$ cat src/hdl/pdsr_pkg.sv
// ----------------------------------------------------------------------------
// pdsr_pkg
// shared types and codes of the peak detector spi readout
// ----------------------------------------------------------------------------
package pdsr_pkg;

   localparam int AmpWidth   = 16;
   localparam int ByteWidth  = 8;
   localparam int CountWidth = 32;

   // operation codes
   localparam logic [1:0] OP_HIT  = 2'd0;
   localparam logic [1:0] OP_LINE = 2'd1;
   localparam logic [1:0] OP_SPI  = 2'd2;

   // hit fate codes
   localparam logic [1:0] FATE_NONE    = 2'd0;
   localparam logic [1:0] FATE_LATCHED = 2'd1;
   localparam logic [1:0] FATE_PILEUP  = 2'd2;
   localparam logic [1:0] FATE_RESET   = 2'd3;

   // read event codes
   localparam logic [1:0] READ_NONE  = 2'd0;
   localparam logic [1:0] READ_VALID = 2'd1;
   localparam logic [1:0] READ_EMPTY = 2'd2;

   // spi byte index positions
   localparam logic [1:0] IDX_HIGH = 2'd0;
   localparam logic [1:0] IDX_LOW  = 2'd1;
   localparam logic [1:0] IDX_DONE = 2'd2;

   localparam logic [ByteWidth-1:0] BYTE_MASK = 8'hff;

   typedef struct packed {
      logic [1:0]          operation;
      logic [AmpWidth-1:0] hit_value;
      logic                reset_level;
   } pdsr_item_type;

   typedef struct packed {
      logic                 convert_flag;
      logic [ByteWidth-1:0] spi_byte;
      logic [1:0]           hit_fate;
      logic [1:0]           read_event;
   } pdsr_event_type;

   typedef struct packed {
      logic generated;
      logic lost_reset;
      logic pileup;
      logic word_read;
      logic blank_read;
   } pdsr_inc_type;

   typedef struct packed {
      logic [CountWidth-1:0] generated;
      logic [CountWidth-1:0] lost_reset;
      logic [CountWidth-1:0] pileup;
      logic [CountWidth-1:0] word_read;
      logic [CountWidth-1:0] blank_read;
   } pdsr_count_type;

endpackage

$ cat src/hdl/pdsr_if.sv
// ----------------------------------------------------------------------------
// pdsr request and response channels
// valid/ready channels carrying one item each
// ----------------------------------------------------------------------------
interface pdsr_req_if;
   import pdsr_pkg::*;

   logic                valid;
   logic                ready;
   logic [1:0]          operation;
   logic [AmpWidth-1:0] hit_value;
   logic                reset_level;

   modport source (output valid, output operation, output hit_value,
                   output reset_level, input ready);
   modport sink   (input valid, input operation, input hit_value,
                   input reset_level, output ready);
endinterface

interface pdsr_rsp_if;
   import pdsr_pkg::*;

   logic                  valid;
   logic                  ready;
   logic                  convert_flag;
   logic [ByteWidth-1:0]  spi_byte;
   logic [1:0]            hit_fate;
   logic [1:0]            read_event;
   logic [CountWidth-1:0] count_generated;
   logic [CountWidth-1:0] count_lost_reset;
   logic [CountWidth-1:0] count_pileup;
   logic [CountWidth-1:0] count_read_valid;
   logic [CountWidth-1:0] count_read_empty;

   modport source (output valid, output convert_flag, output spi_byte,
                   output hit_fate, output read_event, output count_generated,
                   output count_lost_reset, output count_pileup,
                   output count_read_valid, output count_read_empty,
                   input ready);
   modport sink   (input valid, input convert_flag, input spi_byte,
                   input hit_fate, input read_event, input count_generated,
                   input count_lost_reset, input count_pileup,
                   input count_read_valid, input count_read_empty,
                   output ready);
endinterface

$ cat src/hdl/pdsr_core.sv
// ----------------------------------------------------------------------------
// pdsr_core
// peak holder, reset line tracking and spi shift word
// ----------------------------------------------------------------------------
module pdsr_core
   import pdsr_pkg::*;
(
   input  logic           clock,
   input  logic           reset,
   input  logic           fire,
   input  pdsr_item_type  item,
   output pdsr_event_type evt,
   output pdsr_inc_type   inc
);

   logic [AmpWidth-1:0] held_ff, held_in;
   logic                flag_ff, flag_in;
   logic                line_ff, line_in;
   logic [1:0]          idx_ff, idx_in;
   logic [AmpWidth-1:0] shift_ff, shift_in;

   always_comb begin
      held_in  = held_ff;
      flag_in  = flag_ff;
      line_in  = line_ff;
      idx_in   = idx_ff;
      shift_in = shift_ff;
      inc      = '0;
      evt.spi_byte   = '0;
      evt.hit_fate   = FATE_NONE;
      evt.read_event = READ_NONE;
      unique case (item.operation)
         OP_HIT: begin
            inc.generated = 1'b1;
            if (!line_ff) begin
               inc.lost_reset = 1'b1;
               evt.hit_fate   = FATE_RESET;
            end else if (flag_ff) begin
               inc.pileup   = 1'b1;
               evt.hit_fate = FATE_PILEUP;
            end else begin
               held_in      = item.hit_value;
               flag_in      = 1'b1;
               evt.hit_fate = FATE_LATCHED;
            end
         end
         OP_LINE: begin
            if (item.reset_level != line_ff) begin
               line_in = item.reset_level;
               // falling edge loads the shift word
               if (!item.reset_level) begin
                  idx_in  = IDX_HIGH;
                  flag_in = 1'b0;
                  if (flag_ff) begin
                     shift_in       = held_ff;
                     inc.word_read  = 1'b1;
                     evt.read_event = READ_VALID;
                  end else begin
                     shift_in       = '0;
                     inc.blank_read = 1'b1;
                     evt.read_event = READ_EMPTY;
                  end
               end
            end
         end
         OP_SPI: begin
            if (idx_ff == IDX_HIGH) begin
               evt.spi_byte = shift_ff[AmpWidth-1 -: ByteWidth] & BYTE_MASK;
            end else if (idx_ff == IDX_LOW) begin
               evt.spi_byte = shift_ff[ByteWidth-1:0] & BYTE_MASK;
            end
            if (idx_ff != IDX_DONE) begin
               idx_in = idx_ff + 2'd1;
            end
         end
         default: begin
         end
      endcase
      evt.convert_flag = flag_in;
      if (!fire) begin
         inc = '0;
      end
   end

   always_ff @(posedge clock) begin
      if (reset) begin
         held_ff  <= '0;
         flag_ff  <= 1'b0;
         line_ff  <= 1'b1;
         idx_ff   <= IDX_HIGH;
         shift_ff <= '0;
      end else if (fire) begin
         held_ff  <= held_in;
         flag_ff  <= flag_in;
         line_ff  <= line_in;
         idx_ff   <= idx_in;
         shift_ff <= shift_in;
      end
   end

endmodule

$ cat src/hdl/pdsr_counters.sv
// ----------------------------------------------------------------------------
// pdsr_counters
// five wrapping statistics counters
// ----------------------------------------------------------------------------
module pdsr_counters
   import pdsr_pkg::*;
(
   input  logic           clock,
   input  logic           reset,
   input  pdsr_inc_type   inc,
   output pdsr_count_type count_in
);

   pdsr_count_type count_ff;

   always_comb begin
      count_in.generated  = count_ff.generated  + CountWidth'(inc.generated);
      count_in.lost_reset = count_ff.lost_reset + CountWidth'(inc.lost_reset);
      count_in.pileup     = count_ff.pileup     + CountWidth'(inc.pileup);
      count_in.word_read  = count_ff.word_read  + CountWidth'(inc.word_read);
      count_in.blank_read = count_ff.blank_read + CountWidth'(inc.blank_read);
   end

   always_ff @(posedge clock) begin
      if (reset) begin
         count_ff <= '0;
      end else begin
         count_ff <= count_in;
      end
   end

endmodule

$ cat src/hdl/peak_detector_spi_readout.sv
// ----------------------------------------------------------------------------
// peak_detector_spi_readout
// digital side of a peak-hold adc with spi readout and event statistics
// ----------------------------------------------------------------------------
// One item in, one result out. Each item is a hit, a reset line sample or an
// spi byte transfer; the result reports the convert flag after the item, the
// spi byte, what became of a hit, any readout event and all five counters
// after the item. Throughput is one item per clock while the result is not
// stalled: the item is captured in an input register, evaluated by the core
// and counters, and placed in a result register, from which it is presented.
// A stalled result holds the result register; the input register still takes
// one more item behind it before req ready drops.
// After reset the line is released, nothing is latched and counters are 0.
module peak_detector_spi_readout
   import pdsr_pkg::*;
(
   input  logic              clock,
   input  logic              reset,
   pdsr_req_if.sink          req_bus,
   pdsr_rsp_if.source        rsp_bus
);

   // input stage
   logic          s1_valid_ff, s1_valid_in;
   pdsr_item_type s1_item_ff;

   // result stage
   logic           rsp_valid_ff, rsp_valid_in;
   pdsr_event_type rsp_evt_ff;
   pdsr_count_type rsp_count_ff;

   logic           out_free;
   logic           s1_move;
   logic           req_take;
   pdsr_event_type evt;
   pdsr_inc_type   inc;
   pdsr_count_type count_in;

   // handshake: a stage moves when the one after it is free
   assign out_free        = !rsp_valid_ff || rsp_bus.ready;
   assign s1_move         = s1_valid_ff && out_free;
   assign req_bus.ready   = !s1_valid_ff || out_free;
   assign req_take        = req_bus.valid && req_bus.ready;

   assign s1_valid_in  = req_take ? 1'b1 : (s1_move ? 1'b0 : s1_valid_ff);
   assign rsp_valid_in = s1_move ? 1'b1 : (rsp_bus.ready ? 1'b0 : rsp_valid_ff);

   always_ff @(posedge clock) begin
      if (reset) begin
         s1_valid_ff  <= 1'b0;
         rsp_valid_ff <= 1'b0;
      end else begin
         s1_valid_ff  <= s1_valid_in;
         rsp_valid_ff <= rsp_valid_in;
      end
   end

   // payload registers, no reset
   always_ff @(posedge clock) begin
      if (req_take) begin
         s1_item_ff.operation   <= req_bus.operation;
         s1_item_ff.hit_value   <= req_bus.hit_value;
         s1_item_ff.reset_level <= req_bus.reset_level;
      end
      if (s1_move) begin
         rsp_evt_ff   <= evt;
         rsp_count_ff <= count_in;
      end
   end

   // detector state, updated only when the item moves to the result stage
   pdsr_core u_core (
      .clock (clock),
      .reset (reset),
      .fire  (s1_move),
      .item  (s1_item_ff),
      .evt   (evt),
      .inc   (inc)
   );

   // statistics, increments are already gated by the core
   pdsr_counters u_counters (
      .clock    (clock),
      .reset    (reset),
      .inc      (inc),
      .count_in (count_in)
   );

   assign rsp_bus.valid            = rsp_valid_ff;
   assign rsp_bus.convert_flag     = rsp_evt_ff.convert_flag;
   assign rsp_bus.spi_byte         = rsp_evt_ff.spi_byte;
   assign rsp_bus.hit_fate         = rsp_evt_ff.hit_fate;
   assign rsp_bus.read_event       = rsp_evt_ff.read_event;
   assign rsp_bus.count_generated  = rsp_count_ff.generated;
   assign rsp_bus.count_lost_reset = rsp_count_ff.lost_reset;
   assign rsp_bus.count_pileup     = rsp_count_ff.pileup;
   assign rsp_bus.count_read_valid = rsp_count_ff.word_read;
   assign rsp_bus.count_read_empty = rsp_count_ff.blank_read;

   // both stages empty right after reset
   a_reset_empty: assert property (@(posedge clock)
      $past(reset) |-> (!s1_valid_ff && !rsp_valid_ff))
      else $error("pipeline not empty after reset");

   // a latched hit always leaves the convert flag raised
   a_latch_flag: assert property (@(posedge clock) disable iff (reset)
      (rsp_valid_ff && rsp_evt_ff.hit_fate == FATE_LATCHED) |-> rsp_evt_ff.convert_flag)
      else $error("latched hit without convert flag");

   // a readout clears the convert flag
   a_read_clears: assert property (@(posedge clock) disable iff (reset)
      (rsp_valid_ff && rsp_evt_ff.read_event != READ_NONE) |-> !rsp_evt_ff.convert_flag)
      else $error("convert flag set after readout");

   // full pipeline with stalled output takes no item
   a_full_stall: assert property (@(posedge clock) disable iff (reset)
      (s1_valid_ff && rsp_valid_ff && !rsp_bus.ready) |-> !req_bus.ready)
      else $error("item taken while pipeline full");

   // an item leaving the input stage shows up as a result
   a_move_result: assert property (@(posedge clock) disable iff (reset)
      s1_move |=> rsp_valid_ff)
      else $error("moved item lost");

endmodule
$ cat src/flat_wrapper.sv
// flat-port wrapper written by rule: the top's interface ports become plain ports
module peak_detector_spi_readout_flat import pdsr_pkg::*;
  (clock, reset, req_bus_valid, req_bus_operation, req_bus_hit_value, req_bus_reset_level, req_bus_ready, rsp_bus_valid, rsp_bus_convert_flag, rsp_bus_spi_byte, rsp_bus_hit_fate, rsp_bus_read_event, rsp_bus_count_generated, rsp_bus_count_lost_reset, rsp_bus_count_pileup, rsp_bus_count_read_valid, rsp_bus_count_read_empty, rsp_bus_ready);
  pdsr_req_if req_bus_i ();
  pdsr_rsp_if rsp_bus_i ();
  input  logic clock;
  input  logic reset;
  input wire logic [$bits(req_bus_i.valid)-1:0] req_bus_valid;
  input wire logic [$bits(req_bus_i.operation)-1:0] req_bus_operation;
  input wire logic [$bits(req_bus_i.hit_value)-1:0] req_bus_hit_value;
  input wire logic [$bits(req_bus_i.reset_level)-1:0] req_bus_reset_level;
  output wire logic [$bits(req_bus_i.ready)-1:0] req_bus_ready;
  output wire logic [$bits(rsp_bus_i.valid)-1:0] rsp_bus_valid;
  output wire logic [$bits(rsp_bus_i.convert_flag)-1:0] rsp_bus_convert_flag;
  output wire logic [$bits(rsp_bus_i.spi_byte)-1:0] rsp_bus_spi_byte;
  output wire logic [$bits(rsp_bus_i.hit_fate)-1:0] rsp_bus_hit_fate;
  output wire logic [$bits(rsp_bus_i.read_event)-1:0] rsp_bus_read_event;
  output wire logic [$bits(rsp_bus_i.count_generated)-1:0] rsp_bus_count_generated;
  output wire logic [$bits(rsp_bus_i.count_lost_reset)-1:0] rsp_bus_count_lost_reset;
  output wire logic [$bits(rsp_bus_i.count_pileup)-1:0] rsp_bus_count_pileup;
  output wire logic [$bits(rsp_bus_i.count_read_valid)-1:0] rsp_bus_count_read_valid;
  output wire logic [$bits(rsp_bus_i.count_read_empty)-1:0] rsp_bus_count_read_empty;
  input wire logic [$bits(rsp_bus_i.ready)-1:0] rsp_bus_ready;
  assign req_bus_i.valid = req_bus_valid;
  assign req_bus_i.operation = req_bus_operation;
  assign req_bus_i.hit_value = req_bus_hit_value;
  assign req_bus_i.reset_level = req_bus_reset_level;
  assign req_bus_ready = req_bus_i.ready;
  assign rsp_bus_valid = rsp_bus_i.valid;
  assign rsp_bus_convert_flag = rsp_bus_i.convert_flag;
  assign rsp_bus_spi_byte = rsp_bus_i.spi_byte;
  assign rsp_bus_hit_fate = rsp_bus_i.hit_fate;
  assign rsp_bus_read_event = rsp_bus_i.read_event;
  assign rsp_bus_count_generated = rsp_bus_i.count_generated;
  assign rsp_bus_count_lost_reset = rsp_bus_i.count_lost_reset;
  assign rsp_bus_count_pileup = rsp_bus_i.count_pileup;
  assign rsp_bus_count_read_valid = rsp_bus_i.count_read_valid;
  assign rsp_bus_count_read_empty = rsp_bus_i.count_read_empty;
  assign rsp_bus_i.ready = rsp_bus_ready;
  peak_detector_spi_readout u_core (.clock(clock), .reset(reset), .req_bus(req_bus_i), .rsp_bus(rsp_bus_i));
endmodule
$ cat config.mk
export PLATFORM = sky130hd
export DESIGN_NAME = peak_detector_spi_readout_flat
export DESIGN_NICKNAME = d
export VERILOG_FILES = /design/src/hdl/pdsr_pkg.sv /design/src/hdl/pdsr_if.sv /design/src/hdl/pdsr_core.sv /design/src/hdl/pdsr_counters.sv /design/src/hdl/peak_detector_spi_readout.sv /design/src/flat_wrapper.sv
export SDC_FILE = /design/constraint.sdc
export NUM_CORES = 1
export LEC_CHECK = 0
export BUFFER_PORTS_ARGS = -buffer_cell sky130_fd_sc_hd__buf_4
export CORE_MARGIN = 4
export CORE_UTILIZATION = 62
export DETAILED_ROUTE_END_ITERATION = 10
export GPL_TIMING_DRIVEN = 0
export PLACE_DENSITY = 0.87
export SETUP_SLACK_MARGIN = 0.05
export SYNTH_ARGS = -nofsm -noshare
export SYNTH_HDL_FRONTEND = slang
export SYNTH_HIERARCHICAL = 1
export SYNTH_SLANG_ARGS = --single-unit
$ cat constraint.sdc
create_clock -name clock -period 7.85 [get_ports clock]
set_input_delay 0.3925 -clock clock [delete_from_list [all_inputs] [get_ports clock]]
set_output_delay 0.3925 -clock clock [all_outputs]
set_load 0.05 [all_outputs]
==> key figures, run 1 <==
Synthesis
  – Post-synthesis mux area share: 0.00286
  – Post-synthesis average cell area: 12.3 um2
  – Most frequent cells after synthesis: 198 x dfxtp_1, 192 x edfxtp_1, 153 x nor2b_1
  – Fraction of registers with async set or reset after synthesis: 0
  – Post-synth top area cell: edfxtp_1
  – Synth cell types: 57
  – Synth Area in Compound Gates: 0.0299
  – Top cell type's share of synthesized area: 0.377
  – Mapped cell area: 15,300 um2
  – Combinational family with the most area after synthesis: simple AND/OR/NAND/NOR gates
  – Simple logic cell fraction of the synthesized area: 0.211
  – Xor/xnor share of the synthesized area: 0.0842
  – Post-synth EDFFs: 192
  – Register bit count reported by yosys: 390
  – Mapped Cells: 1,240
  – Cell with the most instances after synthesis: dfxtp_1
  – Synthesized Nets: 1,280
  – Area contributors post-synth: edfxtp_1 38%, dfxtp_1 26%, xnor2_1 6.3%
  – Ys flop type: dfxtp_1
  – Synthesis Warnings: 6
  – Register area share after synthesis: 0.636
  – Adder-Cell Fraction of Synth Area: 0.0139

Pwr
  – LEAKAGE: 6.93 nW
  – Power Density: 230 nW/um2
  – Clock share of power: 0.407
  – Sequential power share: 0.520
  – Comb power frac: 0.074
  – Max rail drop VDD: 0.224 mV
  – Sw power: 0.970 mW
  – Int Power: 3.27 mW
  – Sw Ratio: 0.229
  – Post-layout total power: 4.24 mW

Final layout
  – Layout Nets: 1,519
  – Layout cells sized above 1: 0.201
  – Diodes inserted: 0
  – Fin util: 0.758
  – Fillers: 1,494
  – Area of the multi-input gates: 5230 um2
  – Area grow syn2layout: 20.5%
  – Reg area: 9730 um2

Timing
  – Worst hold slack: 0.0522 ns
  – Worst Max-Slew Pin Slew: 0.744 ns
  – Relative slew slack: 0.504
  – RSZ-0062 raised after global routing: false
  – Final Max Tran Viols: 0
  – Hold Vio Cnt, Final: 0
  – Setup TNS: 0 ns
  – Final clock skew: 0.0107 ns
  – Tmin final: 4.57 ns
  – PnR worst setup slack: 3.28 ns
  – Fmax: 0.219 GHz
  – Setup violations, final: 0
  – Tcrit/Tclk final: 0.582

Clock network
  – Root Driver: clkbuf_16
  – # resized after CTS: 0
  – CTS tree: yes
  – CTS H-Tree Depth: 2
  – Cts bufs inserted: 38
  – Hold buffer count at CTS: 0
  – Post-CTS setup repair buffer count: 0
  – Deepest clock path buffer count: 3
  – Reg clk slew, reported paths: 0.06 ns
  – Worst-Skew Late Latency: 0.52 ns
  – Num Clock Sinks: 390

Worst setup path
  – Critical R2R Launch: u_core/rsp_bus.valid
  – CP peak stage delay: 0.53 ns
  – Reg2Reg Depth: 15
  – Crit path max-delay family: simple AND/OR/NAND/NOR gates
  – Worst Setup SP: u_core/rsp_bus.valid
  – Critical R2R Capture: u_core/u_counters/count_ff[124]
  – Crit. End Element: flop
  – WP buf/inv: 4
  – Crit path cell chain: nand2b_1 > and2_4 > buf_16 > or3b_1 > buf_6 > buf_6 > nor2_1 > ha_1 > ha_1 > nand2_1 > nor3_1 > buf_2 > nand4_1 > xnor2_1 > nor2b_1
  – Startpoint Class: flop
  – Crit-path slowest cell: and2_4
  – Reg-to-reg setup timing slack: 3.28 ns
  – Crit path DAT: 5.02 ns
  – Worst Path Required: 8.30 ns
  – CP max FO: 67
  – Kind of critical path: reg2reg

Die
  – Rows: 57
  – Die Ht: 165 um
  – Placeable core region: 24,300 um2
  – Initial Util: 0.629
  – Die width: 165 um
  – Die area: 27,200 um2
  – I/O pins: 198

Drt
  – Initial DRC count: 744
  – Final wirelength: 31,600 um
  – Met2 routed WL: 16,100 um
  – Via Count: 10.1k
  – Met1 Wirelength: 12,900 um
  – Routed WL per cell: 17.2 um
  – # DRC: 0
  – DR top layer: met4
  – Via/cell ratio: 5.53
  – DR pass1 iterations: 5
  – Remaining antenna violation count: 0
  – Wire length on met3: 1740 um

Placed design
  – Global placement routability congestion: 0.858
  – I/O Buffers: 197
  – Post-DP HPWL: 21,500 um
  – Place WS: 3.22 ns

GRT
  – Vias in the first global route: 10.1k
  – GRT Residual Overflow: 0
  – GRT Total Usage: 0.232
  – Global-route wire length before repair: 50,500 um
  – Largest net degree at the start of global routing: 74
  – Antenna violations before repair: 0

Worst hold path
  – Worst hold path endpoint: u_core/s1_item_ff[8]
  – Hold depth: 1
  – Class of the worst hold path: in2reg
  – HP Start: req_bus_hit_value[7]

Flow run
  – Max-cap violations: 0

Status
  – Status: finished clean
==> worst reg2reg max path, cell delays in order, from the launching register on <==
cell and delay (ns):
dfxtp_1 0.34, nand2b_1 0.12, and2_4 0.53, buf_16 0.39, or3b_1 0.41, buf_6 0.16
buf_6 0.14, nor2_1 0.42, ha_1 0.27, ha_1 0.21, nand2_1 0.10, nor3_1 0.45
buf_2 0.33, nand4_1 0.14, xnor2_1 0.33, nor2b_1 0.17
==> kinds of logic after synthesis <==
group,after synthesis
AO/OA/AOI/OAI,88
XOR/XNOR,147
adder cells (fa/ha/maj),17
buffers and inverters,68
flip-flops,390
multiplexers,4
AND/OR/NAND/NOR,526
==> final cells by class <==
class,count,share of cell area
Buffer,52,0.0145
Clock buffer,58,0.0602
Clock inverter,11,0.00435
Multi-Input combinational cell,782,0.284
Inverter,16,0.00394
Sequential cell,390,0.528
Timing Repair Buffer,199,0.0833
Tap cell,324,0.0220
==> routing by layer <==
layer	track usage	vias up
li1	-	4877
met1	0.291	4869
met2	0.411	332
met3	0.0325	61
met4	0.0836	0
met5	0	-
==> power groups by stage <==
stage          registers (mW)  logic, mW  clock network, mW
2_1_floorplan            2.40     0.0574                  0
6_report                 2.20      0.313               1.73
4_1_cts                  2.20      0.314               1.75
3_5_place_dp             2.25      0.313                  0
5_1_grt                  2.21      0.327               1.85
3_3_place_gp             2.25      0.306                  0
==> how the worst max path moves through the flow <==
stage	endpoint	slack, ns	cells after the start
3_5_place_dp	u_core/u_counters/count_ff[124]	3.22	16
2_1_floorplan	u_core/rsp_bus.count_read_empty[24]	2.47	12
4_1_cts	u_core/u_counters/count_ff[124]	3.30	15
3_3_place_gp	u_core/u_counters/count_ff[26]	1.11	14
5_1_grt	u_core/u_counters/count_ff[124]	2.99	15
6_report	u_core/u_counters/count_ff[124]	3.28	15
==> registers in the layout, indices dropped and copies added (netlist names), 2 cells and up <==
register and flops:
u_core/u_counters/count_ff 160, u_core/rsp_bus.count_generated 32, u_core/rsp_bus.count_lost_reset 32, u_core/rsp_bus.count_pileup 32, u_core/rsp_bus.count_read_empty 32, u_core/rsp_bus.count_read_valid 32, u_core/s1_item_ff 19, u_core/u_core/held_ff 16
u_core/u_core/shift_ff 16, u_core/rsp_bus.spi_byte 8, u_core/rsp_bus.hit_fate 2, u_core/rsp_bus.read_event 2, u_core/u_core/idx_ff 2
==> placed cells by master (no fill, tap or decap), types with 3 or more instances in the layout <==
| cell type | count |
|---|---|
| and2_1 | 6 |
| nor3_1 | 19 |
| buf_2 | 13 |
| nand3_1 | 71 |
| a21oi_1 | 45 |
| nand4_1 | 74 |
| o21ai_1 | 3 |
| xor2_1 | 37 |
| dfxtp_1 | 198 |
| nand2b_1 | 5 |
| clkbuf_16 | 41 |
| nand4_4 | 3 |
| clkbuf_1 | 44 |
| or4_1 | 3 |
| inv_1 | 15 |
| nand2_1 | 64 |
| clkinv_2 | 7 |
| nor2_1 | 37 |
| edfxtp_1 | 192 |
| nor4_1 | 5 |
| nor4_4 | 7 |
| nand3b_1 | 9 |
| o21ai_0 | 35 |
| and3_1 | 27 |
| xnor2_1 | 110 |
| nor2b_1 | 153 |
| buf_4 | 199 |
| ha_1 | 17 |
| and2b_1 | 5 |
| mux2_2 | 3 |
| buf_6 | 4 |
| and4_1 | 13 |
| or3_1 | 4 |
==> per-stage QoR <==
stage / instance area, um2 / instances
finish: 18400 / 1832
global placement: 17200 / 1761
floorplan: 15300 / 1240
CTS: 18400 / 1832
global route: 18400 / 1832
detailed placement: 17200 / 1763
No activity file was read; power rests on OpenSTA's default activity.
==> inputs of run 2 (changes only) <==
--- a/config.mk
+++ b/config.mk
@@ -7,10 +7,10 @@
 export LEC_CHECK = 0
 export BUFFER_PORTS_ARGS = -buffer_cell sky130_fd_sc_hd__buf_4
 export CORE_MARGIN = 4
-export CORE_UTILIZATION = 62
+export CORE_UTILIZATION = 52
 export DETAILED_ROUTE_END_ITERATION = 10
 export GPL_TIMING_DRIVEN = 0
-export PLACE_DENSITY = 0.87
+export PLACE_DENSITY = 0.78
 export SETUP_SLACK_MARGIN = 0.05
 export SYNTH_ARGS = -nofsm -noshare
 export SYNTH_HDL_FRONTEND = slang
==> constraint.sdc (replaced) <==
create_clock -name clock -period 3.7 [get_ports clock]
set_input_delay 0.185 -clock clock [delete_from_list [all_inputs] [get_ports clock]]
set_output_delay 0.185 -clock clock [all_outputs]
set_load 0.05 [all_outputs]
==> key figures, run 2 (synthesized netlist as in run 1, its figures left out) <==
Final layout
  – Largest Register: u_core/u_counters/count_ff
  – Most frequent cells in the layout: 206 x buf_4, 196 x dfxtp_1, 192 x edfxtp_1
  – Commonest non-fill, non-tap cell in the layout: buf_4
  – Layout Nets: 1,553
  – Area grow syn2layout: 26.2%
  – Layout cells sized above 1: 0.242
  – Diodes inserted: 0
  – Max reg flops: 160
  – Fillers: 2,152
  – Fin util: 0.669

GRT
  – Vias in the first global route: 10.3k
  – GRT Total Usage: 0.201
  – Largest net degree at the start of global routing: 36
  – GRT Residual Overflow: 0
  – Antenna violations before repair: 0
  – Global-route wire length before repair: 54,000 um

Drt
  – Final wirelength: 33,500 um
  – Remaining antenna violation count: 0
  – Via Count: 10.3k
  – Initial DRC count: 728
  – Via/cell ratio: 5.33
  – Routed WL per cell: 17.4 um
  – # DRC: 0
  – DR pass1 iterations: 5

Worst setup path
  – Crit path DAT: 3.85 ns
  – Reg2Reg Depth: 16
  – Worst Path Required: 4.07 ns
  – Kind of critical path: reg2reg
  – CP max FO: 28
  – Startpoint Class: flop
  – Crit. End Element: flop

Clock network
  – Root Driver: clkbuf_16
  – Num Clock Sinks: 390
  – Reg clk slew, reported paths: 0.06 ns
  – CTS tree: yes
  – CTS H-Tree Depth: 2
  – Cts bufs inserted: 40
  – Worst-Skew Late Latency: 0.51 ns
  – Deepest clock path buffer count: 3

Timing
  – Fmax: 0.287 GHz
  – Hold Vio Cnt, Final: 0
  – Tmin final: 3.48 ns
  – Setup violations, final: 0
  – Final clock skew: 0.0104 ns
  – Tcrit/Tclk final: 0.941
  – Setup TNS: 0 ns
  – RSZ-0062 raised after global routing: false
  – Worst Max-Slew Pin Slew: 0.838 ns
  – Relative slew slack: 0.441
  – Final Max Tran Viols: 0

Pwr
  – Power Density: 471 nW/um2
  – Max rail drop VDD: 0.349 mV
  – LEAKAGE: 7.19 nW
  – Post-layout total power: 9.09 mW

Die
  – Initial Util: 0.530
  – Placeable core region: 28,900 um2
  – Die area: 32,200 um2
  – Die width: 179 um
  – I/O pins: 198
  – Die Ht: 179 um
  – Rows: 62

Status
  – Status: finished clean

Placed design
  – I/O Buffers: 197
  – Post-DP HPWL: 22,200 um
  – Global placement routability congestion: 0.852

Worst hold path
  – Hold depth: 3
  – Class of the worst hold path: in2reg

Flow run
  – Max-cap violations: 0
==> run 2: cell types whose count changed in the layout (fill, tap and decap cells not counted), sizes merged <==
cell / before / now
and2: 8 / 10
buf: 221 / 227
bufbuf: 0 / 2
bufinv: 1 / 0
clkbuf: 88 / 89
clkinv: 10 / 11
clkinvlp: 1 / 4
dlygate4sd3: 0 / 21
==> run 2: final timing paths <==
path	start	to	slack [ns]
setup / recovery	u_core/rsp_bus.valid	u_core/u_counters/count_ff[124]	0.22
hold reg to reg	u_core/u_core/shift_ff[1]	u_core/u_core/shift_ff[1]	0.48
setup reg to reg	u_core/rsp_bus.valid	u_core/u_counters/count_ff[124]	0.22
hold / removal	rsp_bus_ready	u_core/rsp_bus.valid	0.13
==> run 2: what timing repair did <==
action                     in CTS  in global routing
resized for setup               4                  5
setup buffers                   1                  5
hold buffers                   21                  0
hold endpoints to repair       21                  0
setup endpoints to repair     228                 39
cloned                          4                  1
pin swaps                       1                  4
==> run 2: worst max-delay path, cell delays in order, from the launching register on <==
cell and delay, ns:
dfxtp_4 0.36, nand2b_2 0.18, and2_4 0.22, buf_16 0.22, buf_16 0.19, or3b_1 0.37
buf_6 0.16, buf_6 0.14, nor2_4 0.16, ha_4 0.19, ha_4 0.14, nand2_2 0.07
nor3_4 0.22, buf_6 0.20, nand4_1 0.15, xnor2_2 0.21, nor2b_1 0.13
==> run 2: per-stage QoR <==
stage          cells  hold slack [ns]  instance area, um2  worst slack [ns]
6_report        1927            0.128               19300             0.217
5_1_grt         1927            0.119               19300            0.0614
4_1_cts         1921            0.108               19200            0.0461
3_5_place_dp    1823            0.364               17700            -0.609
3_3_place_gp    1821            0.364               17600             -1.19
2_1_floorplan   1240            0.244               15700            -0.343
==> run 2: layout make-up <==
cell class | instances | area (um2) | area share
multi-input combinational | 784 | 5630 | 0.291
clock inverter | 14 | 76.3 | 0.00395
buffer | 52 | 307 | 0.0159
clock buffer | 58 | 1130 | 0.0585
sequential | 390 | 9730 | 0.504
tap | 384 | 480 | 0.0249
inverter | 16 | 72.6 | 0.00376
timing repair buffer | 229 | 1880 | 0.0973
==> run 2: metal layers <==
layer,up-vias,part of all wire,global-route usage
met5,-,0,0
met4,0,0.023,0.0591
met3,56,0.050,0.0428
met2,271,0.49,0.342
met1,4978,0.44,0.261
li1,4967,-,-
==> run 2: where the power goes <==
part / leakage, nW / total, mW / switching [mW] / internal, mW
clock: 0.582 / 3.71 / 1.58 / 2.12
sequential: 3.34 / 4.67 / 0.0413 / 4.63
combinational: 3.27 / 0.714 / 0.517 / 0.198
total: 7.19 / 9.09 / 2.14 / 6.95
